**config.mk**
```make
export PLATFORM = sky130hd
export DESIGN_NAME = frame_energy_voice_detector
export DESIGN_NICKNAME = d
export VERILOG_FILES = /design/src/rtl/fevd_pkg.sv /design/src/rtl/fevd_front.sv /design/src/rtl/fevd_queue.sv /design/src/rtl/fevd_back.sv /design/src/rtl/frame_energy_voice_detector.sv
export SDC_FILE = /design/constraint.sdc
export NUM_CORES = 2
export LEC_CHECK = 0
export ABC_AREA = 1
export BUFFER_PORTS_ARGS = -buffer_cell sky130_fd_sc_hd__buf_4
export CAP_MARGIN = 20
export CORE_AREA = 2 2 310 312
export DETAILED_ROUTE_END_ITERATION = 8
export DIE_AREA = 0 0 312 314
export MAX_ROUTING_LAYER = met4
export PLACE_DENSITY_LB_ADDON = 0.05
export SLEW_MARGIN = 20
export SYNTH_ARGS = -nofsm -noshare
export SYNTH_HDL_FRONTEND = slang
export SYNTH_SLANG_ARGS = --single-unit
export TNS_END_PERCENT = 10
```
**constraint.sdc**
```tcl
create_clock -name clk -period 4.6 [get_ports clk]
set_input_delay 0.23 -clock clk [delete_from_list [all_inputs] [get_ports clk]]
set_output_delay 0.23 -clock clk [all_outputs]
set_load 0.05 [all_outputs]
```
**src/rtl/fevd_pkg.sv**
```systemverilog
// Package: shared widths, constants and the queue entry type of the frame energy detector
package fevd_pkg;

    // Fixed field widths
    localparam int SAMPLE_W = 16;
    localparam int SQ_W     = 31;   // (-32768)^2 = 2^30 fits in 31 bits
    localparam int THR_W    = 31;
    localparam int SUM_W    = 43;

    // Defaults
    localparam int MAX_FRAME_SAMPLES_DEF = 4096;
    localparam logic [THR_W-1:0] THR_RESET = 31'd1073742;
    localparam logic [SUM_W-1:0] SUM_MAX   = {SUM_W{1'b1}};

    // Queue between front and back
    localparam int QUEUE_DEPTH = 4;

    // One classified item: its square, whether it counts, whether it ends a frame
    typedef struct packed {
        logic [SQ_W-1:0] sq;
        logic            inc;
        logic            last;
    } fevd_entry_t;

endpackage

```
**src/rtl/fevd_front.sv**
```systemverilog
// Front: accepts samples, squares them and marks samples past the frame limit
module fevd_front
    import fevd_pkg::*;
#(
    parameter int MAX_FRAME_SAMPLES = MAX_FRAME_SAMPLES_DEF
) (
    input  logic                       clk,
    input  logic                       rst_n,
    input  logic                       in_valid,
    output logic                       in_stall,
    input  logic signed [SAMPLE_W-1:0] sample,
    input  logic                       frame_end,
    output logic                       push_valid,
    input  logic                       push_ready,
    output fevd_entry_t                push_entry
);

    localparam int CNT_W = $clog2(MAX_FRAME_SAMPLES + 1);
    localparam logic [CNT_W-1:0] CNT_MAX = CNT_W'(MAX_FRAME_SAMPLES);

    logic [CNT_W-1:0]         cnt_reg, cnt_next;
    logic                     s0_valid_reg, s0_valid_next;
    fevd_entry_t              s0_entry_reg, s0_entry_next;
    logic                     accept;
    logic                     inc;
    logic signed [2*SAMPLE_W-1:0] prod;

    // Hold the input while the staged item cannot enter the queue
    assign in_stall   = s0_valid_reg && !push_ready;
    assign accept     = in_valid && !in_stall;
    assign push_valid = s0_valid_reg;
    assign push_entry = s0_entry_reg;

    // Square and classify
    assign inc  = (cnt_reg < CNT_MAX);
    assign prod = sample * sample;

    always_comb
    begin
        cnt_next      = cnt_reg;
        s0_valid_next = s0_valid_reg;
        s0_entry_next = s0_entry_reg;
        if (s0_valid_reg && push_ready)
        begin
            s0_valid_next = 1'b0;
        end
        if (accept)
        begin
            s0_valid_next      = 1'b1;
            s0_entry_next.sq   = inc ? prod[SQ_W-1:0] : '0;
            s0_entry_next.inc  = inc;
            s0_entry_next.last = frame_end;
            if (frame_end)
            begin
                cnt_next = '0;
            end
            else if (inc)
            begin
                cnt_next = cnt_reg + CNT_W'(1);
            end
        end
    end

    // Control state
    always_ff @(posedge clk or negedge rst_n)
    begin
        if (!rst_n)
        begin
            cnt_reg      <= '0;
            s0_valid_reg <= 1'b0;
        end
        else
        begin
            cnt_reg      <= cnt_next;
            s0_valid_reg <= s0_valid_next;
        end
    end

    // Payload
    always_ff @(posedge clk)
    begin
        s0_entry_reg <= s0_entry_next;
    end

endmodule

```
**src/rtl/fevd_queue.sv**
```systemverilog
// Queue: small FIFO of classified items between front and back
module fevd_queue
    import fevd_pkg::*;
(
    input  logic        clk,
    input  logic        rst_n,
    input  logic        push_valid,
    output logic        push_ready,
    input  fevd_entry_t push_entry,
    output logic        pop_valid,
    input  logic        pop_ready,
    output fevd_entry_t pop_entry
);

    localparam int PTR_W = $clog2(QUEUE_DEPTH);
    localparam int FILL_W = $clog2(QUEUE_DEPTH + 1);

    fevd_entry_t       mem_reg [QUEUE_DEPTH];
    logic [PTR_W-1:0]  wptr_reg, wptr_next;
    logic [PTR_W-1:0]  rptr_reg, rptr_next;
    logic [FILL_W-1:0] fill_reg, fill_next;
    logic              do_push, do_pop;

    assign push_ready = (fill_reg != FILL_W'(QUEUE_DEPTH));
    assign pop_valid  = (fill_reg != '0);
    assign pop_entry  = mem_reg[rptr_reg];
    assign do_push    = push_valid && push_ready;
    assign do_pop     = pop_valid && pop_ready;

    // Pointer and fill update
    always_comb
    begin
        wptr_next = do_push ? PTR_W'(wptr_reg + PTR_W'(1)) : wptr_reg;
        rptr_next = do_pop ? PTR_W'(rptr_reg + PTR_W'(1)) : rptr_reg;
        fill_next = fill_reg;
        if (do_push && !do_pop)
        begin
            fill_next = fill_reg + FILL_W'(1);
        end
        else if (do_pop && !do_push)
        begin
            fill_next = fill_reg - FILL_W'(1);
        end
    end

    always_ff @(posedge clk or negedge rst_n)
    begin
        if (!rst_n)
        begin
            wptr_reg <= '0;
            rptr_reg <= '0;
            fill_reg <= '0;
        end
        else
        begin
            wptr_reg <= wptr_next;
            rptr_reg <= rptr_next;
            fill_reg <= fill_next;
        end
    end

    // Storage
    always_ff @(posedge clk)
    begin
        if (do_push)
        begin
            mem_reg[wptr_reg] <= push_entry;
        end
    end

endmodule

```
**src/rtl/fevd_back.sv**
```systemverilog
// Back: accumulates squares, forms the frame decision and holds the result register
module fevd_back
    import fevd_pkg::*;
#(
    parameter int MAX_FRAME_SAMPLES = MAX_FRAME_SAMPLES_DEF
) (
    input  logic             clk,
    input  logic             rst_n,
    input  logic             pop_valid,
    output logic             pop_ready,
    input  fevd_entry_t      pop_entry,
    input  logic [THR_W-1:0] thr,
    output logic             out_valid,
    input  logic             out_stall,
    output logic             voice_detected
);

    localparam int CNT_W  = $clog2(MAX_FRAME_SAMPLES + 1);
    localparam int PROD_W = CNT_W + THR_W;
    localparam int CMP_W  = (PROD_W > SUM_W) ? PROD_W : SUM_W;

    // Accumulator
    logic [SUM_W-1:0]  sum_reg, sum_next;
    logic [CNT_W-1:0]  cnt_reg, cnt_next;
    logic [SUM_W:0]    sum_wide;
    logic [SUM_W-1:0]  sum_sat;
    logic [CNT_W-1:0]  cnt_inc;
    logic              do_pop;

    // Decision pipeline: s1 totals, s2 product, then output
    logic              s1_valid_reg, s1_valid_next;
    logic [SUM_W-1:0]  s1_sum_reg;
    logic [CNT_W-1:0]  s1_cnt_reg;
    logic              s2_valid_reg, s2_valid_next;
    logic [SUM_W-1:0]  s2_sum_reg;
    logic [PROD_W-1:0] s2_prod_reg;
    logic              s2_rms_reg;
    logic              out_valid_reg, out_valid_next;
    logic              voice_reg;
    logic              out_ready, s2_ready, s1_ready;
    logic              s1_load, s2_load, out_load;

    // Ready chain from the output back
    assign out_ready = !out_valid_reg || !out_stall;
    assign s2_ready  = !s2_valid_reg || out_ready;
    assign s1_ready  = !s1_valid_reg || s2_ready;
    assign pop_ready = !pop_entry.last || s1_ready;
    assign do_pop    = pop_valid && pop_ready;
    assign s1_load   = do_pop && pop_entry.last;
    assign s2_load   = s1_valid_reg && s2_ready;
    assign out_load  = s2_valid_reg && out_ready;

    // Saturating accumulate
    assign sum_wide = {1'b0, sum_reg} + (SUM_W + 1)'(pop_entry.sq);
    assign sum_sat  = sum_wide[SUM_W] ? SUM_MAX : sum_wide[SUM_W-1:0];
    assign cnt_inc  = cnt_reg + CNT_W'(pop_entry.inc);

    always_comb
    begin
        sum_next = sum_reg;
        cnt_next = cnt_reg;
        if (do_pop)
        begin
            if (pop_entry.last)
            begin
                sum_next = '0;
                cnt_next = '0;
            end
            else
            begin
                sum_next = sum_sat;
                cnt_next = cnt_inc;
            end
        end
    end

    // Stage valids
    always_comb
    begin
        s1_valid_next  = s1_load ? 1'b1 : (s2_load ? 1'b0 : s1_valid_reg);
        s2_valid_next  = s2_load ? 1'b1 : (out_load ? 1'b0 : s2_valid_reg);
        out_valid_next = out_load ? 1'b1 : (out_ready ? 1'b0 : out_valid_reg);
    end

    always_ff @(posedge clk or negedge rst_n)
    begin
        if (!rst_n)
        begin
            sum_reg       <= '0;
            cnt_reg       <= '0;
            s1_valid_reg  <= 1'b0;
            s2_valid_reg  <= 1'b0;
            out_valid_reg <= 1'b0;
        end
        else
        begin
            sum_reg       <= sum_next;
            cnt_reg       <= cnt_next;
            s1_valid_reg  <= s1_valid_next;
            s2_valid_reg  <= s2_valid_next;
            out_valid_reg <= out_valid_next;
        end
    end

    // Stage payloads
    always_ff @(posedge clk)
    begin
        if (s1_load)
        begin
            s1_sum_reg <= sum_sat;
            s1_cnt_reg <= cnt_inc;
        end
        if (s2_load)
        begin
            s2_sum_reg  <= s1_sum_reg;
            s2_prod_reg <= PROD_W'(s1_cnt_reg) * PROD_W'(thr);
            s2_rms_reg  <= (s1_sum_reg >= SUM_W'(s1_cnt_reg));
        end
        if (out_load)
        begin
            voice_reg <= s2_rms_reg && (CMP_W'(s2_sum_reg) >= CMP_W'(s2_prod_reg));
        end
    end

    assign out_valid      = out_valid_reg;
    assign voice_detected = voice_reg;

endmodule

```
**src/rtl/frame_energy_voice_detector.sv**
```systemverilog
// Top level: frame energy voice activity detector
//
//  channel | handshake                 | payload
//  --------+---------------------------+-----------------------------
//  in      | in_valid / in_stall       | sample[15:0] s, frame_end
//  out     | out_valid / out_stall     | voice_detected
//  cfg     | cfg_valid / cfg_ready     | energy_threshold[30:0]
//
//  Unless stalled, one sample is accepted each cycle; square and accumulate keep up.
//  A frame's decision passes the staging register, queue, s1, s2 and output.
//  Queue of four items decouples the square stage from accumulate and decision.
//  out_stall backs up the decision pipeline; in_stall rises once the queue fills.
//  rst_n clears counters, accumulator and valids; threshold resets to about -30 dB.
module frame_energy_voice_detector
    import fevd_pkg::*;
#(
    parameter int MAX_FRAME_SAMPLES = MAX_FRAME_SAMPLES_DEF
) (
    input  logic                       clk,
    input  logic                       rst_n,
    input  logic                       in_valid,
    output logic                       in_stall,
    input  logic signed [SAMPLE_W-1:0] sample,
    input  logic                       frame_end,
    output logic                       out_valid,
    input  logic                       out_stall,
    output logic                       voice_detected,
    input  logic                       cfg_valid,
    output logic                       cfg_ready,
    input  logic [THR_W-1:0]           energy_threshold
);

    logic [THR_W-1:0] thr_reg;
    logic             push_valid, push_ready;
    fevd_entry_t      push_entry;
    logic             pop_valid, pop_ready;
    fevd_entry_t      pop_entry;

    // Threshold register
    assign cfg_ready = 1'b1;

    always_ff @(posedge clk or negedge rst_n)
    begin
        if (!rst_n)
        begin
            thr_reg <= THR_RESET;
        end
        else if (cfg_valid && cfg_ready)
        begin
            thr_reg <= energy_threshold;
        end
    end

    fevd_front #(
        .MAX_FRAME_SAMPLES (MAX_FRAME_SAMPLES)
    ) u_front (
        .clk        (clk),
        .rst_n      (rst_n),
        .in_valid   (in_valid),
        .in_stall   (in_stall),
        .sample     (sample),
        .frame_end  (frame_end),
        .push_valid (push_valid),
        .push_ready (push_ready),
        .push_entry (push_entry)
    );

    fevd_queue u_queue (
        .clk        (clk),
        .rst_n      (rst_n),
        .push_valid (push_valid),
        .push_ready (push_ready),
        .push_entry (push_entry),
        .pop_valid  (pop_valid),
        .pop_ready  (pop_ready),
        .pop_entry  (pop_entry)
    );

    fevd_back #(
        .MAX_FRAME_SAMPLES (MAX_FRAME_SAMPLES)
    ) u_back (
        .clk            (clk),
        .rst_n          (rst_n),
        .pop_valid      (pop_valid),
        .pop_ready      (pop_ready),
        .pop_entry      (pop_entry),
        .thr            (thr_reg),
        .out_valid      (out_valid),
        .out_stall      (out_stall),
        .voice_detected (voice_detected)
    );

endmodule

```
==> impl_results.md <==
- CP required: 5.00 ns
- Post-detail-place hpwl: between 90000 and 100000 um
- Post-synthesis area per instance: 8.58 um^2
- Worst hold path type: primary input to flip-flop
- Maxcap violations: 0
- Clk_lat worst skew: roughly 0.66 ns
- Synth async-reset ratio: 26.7%
- Final Cycle Share: 114%
- CP Capture Type: flip-flop
- DR DRC count: 0
- Reg2reg start: u_back.s1_cnt_reg[4]
- Final number of hold-violating endpoints: 0
- RD Place Congestion: slightly above 0.9
- FP Rows: 113
- Largest net degree at the start of global routing: between 70 and 80
- Final core occ: a little under three fifths
- Yosys top cell area share: between 20% and 30%
- Mapped Cells: slightly below 5000
- CTS tree: yes
- Initial antenna violation count: 2
- Initial DRT Pass Iterations: 5
- Unrepaired setup endpoints after global routing: true
- Syn_nets: between 5000 and 6000
- Post-synthesis sequential area ratio: between 20 and 30%
- Measured slew at the worst slew-check pin: roughly 1.1 ns
- Crit path arrival time: approximately 5.6 ns
- Post-synth top cells: 1238 x inv_1, 1225 x nand2_1, 551 x fa_1
- Final hold slack: 0.176 ns
- Worst slew margin: 27.7%
- Detailed Route WL: ~120000 um
- R2R Path End: u_back.s2_prod_reg[41]
- Num CTS Buffers: 50
- Worst-case reg-to-reg path depth: 21
- Outcome: finished with violations
- Worst-path clk slew: approximately 0.060 ns
- Max reg flops: about 130
- GRT Total Usage: about a quarter
- Clk_skew: about 0.053 ns
- Tmin final: between 5 and 6 ns
- P&R area growth vs syn: 23.0%
- IO Port Bufs: 55
- Startpoint types: flip-flop
- Fmax: 191 MHz
- I/O pin count: 57
- First-pass GRT wire length: 186000 um
- WHS Path Cells: 2
- Failing checks: setup timing
- PnR worst setup slack: -0.638 ns
- R2r setup slk: -0.64 ns
- Starting Density: between 40% and 50%
- Initial DRC Count: around 1700
- Max-slew violation count: 0
- CTS Sinks: 416
- Hold Crit Start: cfg_valid
- CTS Buffer Depth: 3
- DP Area: ~48000 um^2
- Synth area leader: fa_1
- Hold Path End: thr_reg[23]
- Die X: about 310 um
- Ys flop type: edfxtp_1
- DIE AREA: 98000 um^2
- Seq cells post-synth: between 400 and 500
- Vias after detailed routing: ~33000
- Post-synth EDFFs: 305
- Vias in the first global route: about 34000
- Grt total ovfl: 0
- Layout Nets: approximately 6400
- CORE AREA: about 94000 um^2
- Root buf cell: clkbuf_16
- Crit Path Class: flip-flop to flip-flop
- Post-route ant nets: 0
- DR WL/cell: 17.0 um
- Vias per cell: ~4.8
- CP Max Fanout: 12
- Dominant cell by count in the synthesized netlist: inv_1
- Synthesized area: approximately 42000 um^2
- Final setup fails: between 50 and 60
- DIE HEIGHT: 314 um
- Cell variety after synth: 52
- H-tree depth: 2
- Layout cells sized above 1: around a fifth
- Syn. warnings: 0
- Final Cell Area: 52100 um^2
- Dpl ws: -1.09 ns
- Largest cells by area after synthesis: fa_1 26%, edfxtp_1 22%, inv_1 11%
## worst max-delay path: stages, from the launching register on
cell	delay (ns)
edfxtp_1	0.35
buf_4	0.13
buf_12	0.14
buf_4	0.15
nand2_1	0.08
fa_1	0.55
inv_1	0.06
fa_1	0.48
fa_1	0.52
fa_1	0.50
inv_1	0.05
fa_1	0.47
inv_1	0.04
ha_1	0.32
nand2_1	0.13
nor2_1	0.19
inv_1	0.09
nor4_2	0.24
buf_4	0.16
nand3b_1	0.12
nand4_1	0.12
nand2_1	0.09
## kinds of logic (layout without fill, tap and decap cells)
kind of cell	Yosys count	count (layout)	synth area share, %
AND/OR/NAND/NOR	1798	1798	17.6
buffers and inverters	1381	1964	12.4
adder cells (fa/ha/maj)	820	820	34.0
flip-flops	416	416	28.2
AO/OA/AOI/OAI	403	403	5.30
XOR/XNOR	85	85	1.76
multiplexers	31	31	0.824
other	1	3	0.00885
## how the worst max path moves through the flow
stage                     depth (start not counted)                     end             startpoint  slack [ns]
after floorplan                                  26  u_front.push_entry[31]              sample[3]       -0.71
after global placement                           23  u_front.push_entry[26]             sample[15]       -1.09
after detailed placement                         25  u_front.push_entry[27]             sample[15]       -1.09
after CTS                                        24  u_back.s2_prod_reg[35]   u_back.s1_cnt_reg[1]       -0.69
after global routing                             22  u_back.s2_prod_reg[38]  u_back.s1_cnt_reg[12]       -0.80
final                                            21  u_back.s2_prod_reg[41]   u_back.s1_cnt_reg[4]       -0.64
## final cells by class
| cell class | count | area [um^2] |
|---|---|---|
| antenna | 2 | 5.00 |
| clock inverter | 29 | 460 |
| inverter | 1239 | 4660 |
| clock buffer | 62 | 1330 |
| multi-input combinational | 3138 | 26600 |
| timing repair buffer | 634 | 5530 |
| tap | 1265 | 1580 |
| sequential | 416 | 12000 |
| fill | 8911 | 42400 |
## per-stage QoR
step | setup TNS [ns] | std cells
after floorplan | -19.62 | 4935
after global placement | -45.07 | 6623
after detailed placement | -45.16 | 6624
after CTS | -22.54 | 6767
after global routing | -32.62 | 6784
final | -20.69 | 6785
## what timing repair did
action,4_1_cts,5_1_grt
endpoints found under the setup margin,56,58
gates resized for setup,147,191
pin swaps,44,74
setup buffers,15,14
endpoints found under the hold margin,111,0
hold buffers,35,0
gates cloned,3,3
## cells in the final DEF, fill, tap and decap left out, types with 53 or more instances in the layout
cell type,Yosys,routed
nand2_1,1225,1169
fa_1,551,541
ha_1,269,230
a21oi_1,149,122
edfxtp_1,305,305
nor2_1,290,235
inv_1,1238,1211
dfrtp_1,103,97
o21ai_0,151,114
nand3_1,134,126
buf_4,1,531
clkbuf_16,0,53
## routing by layer
layer | vias to the layer above | wire length (um) | global-route usage, %
li1 | 16000 | - | -
met1 | 16000 | 49800 | 31.4
met2 | 463 | 58900 | 44.0
met3 | 161 | 3700 | 2.14
met4 | 0 | 2970 | 5.94
met5 | - | 0 | -
Power is left out: the tool's default activity adds up to more than one toggle a clock period on the data nets, which glitch-free logic cannot reach.
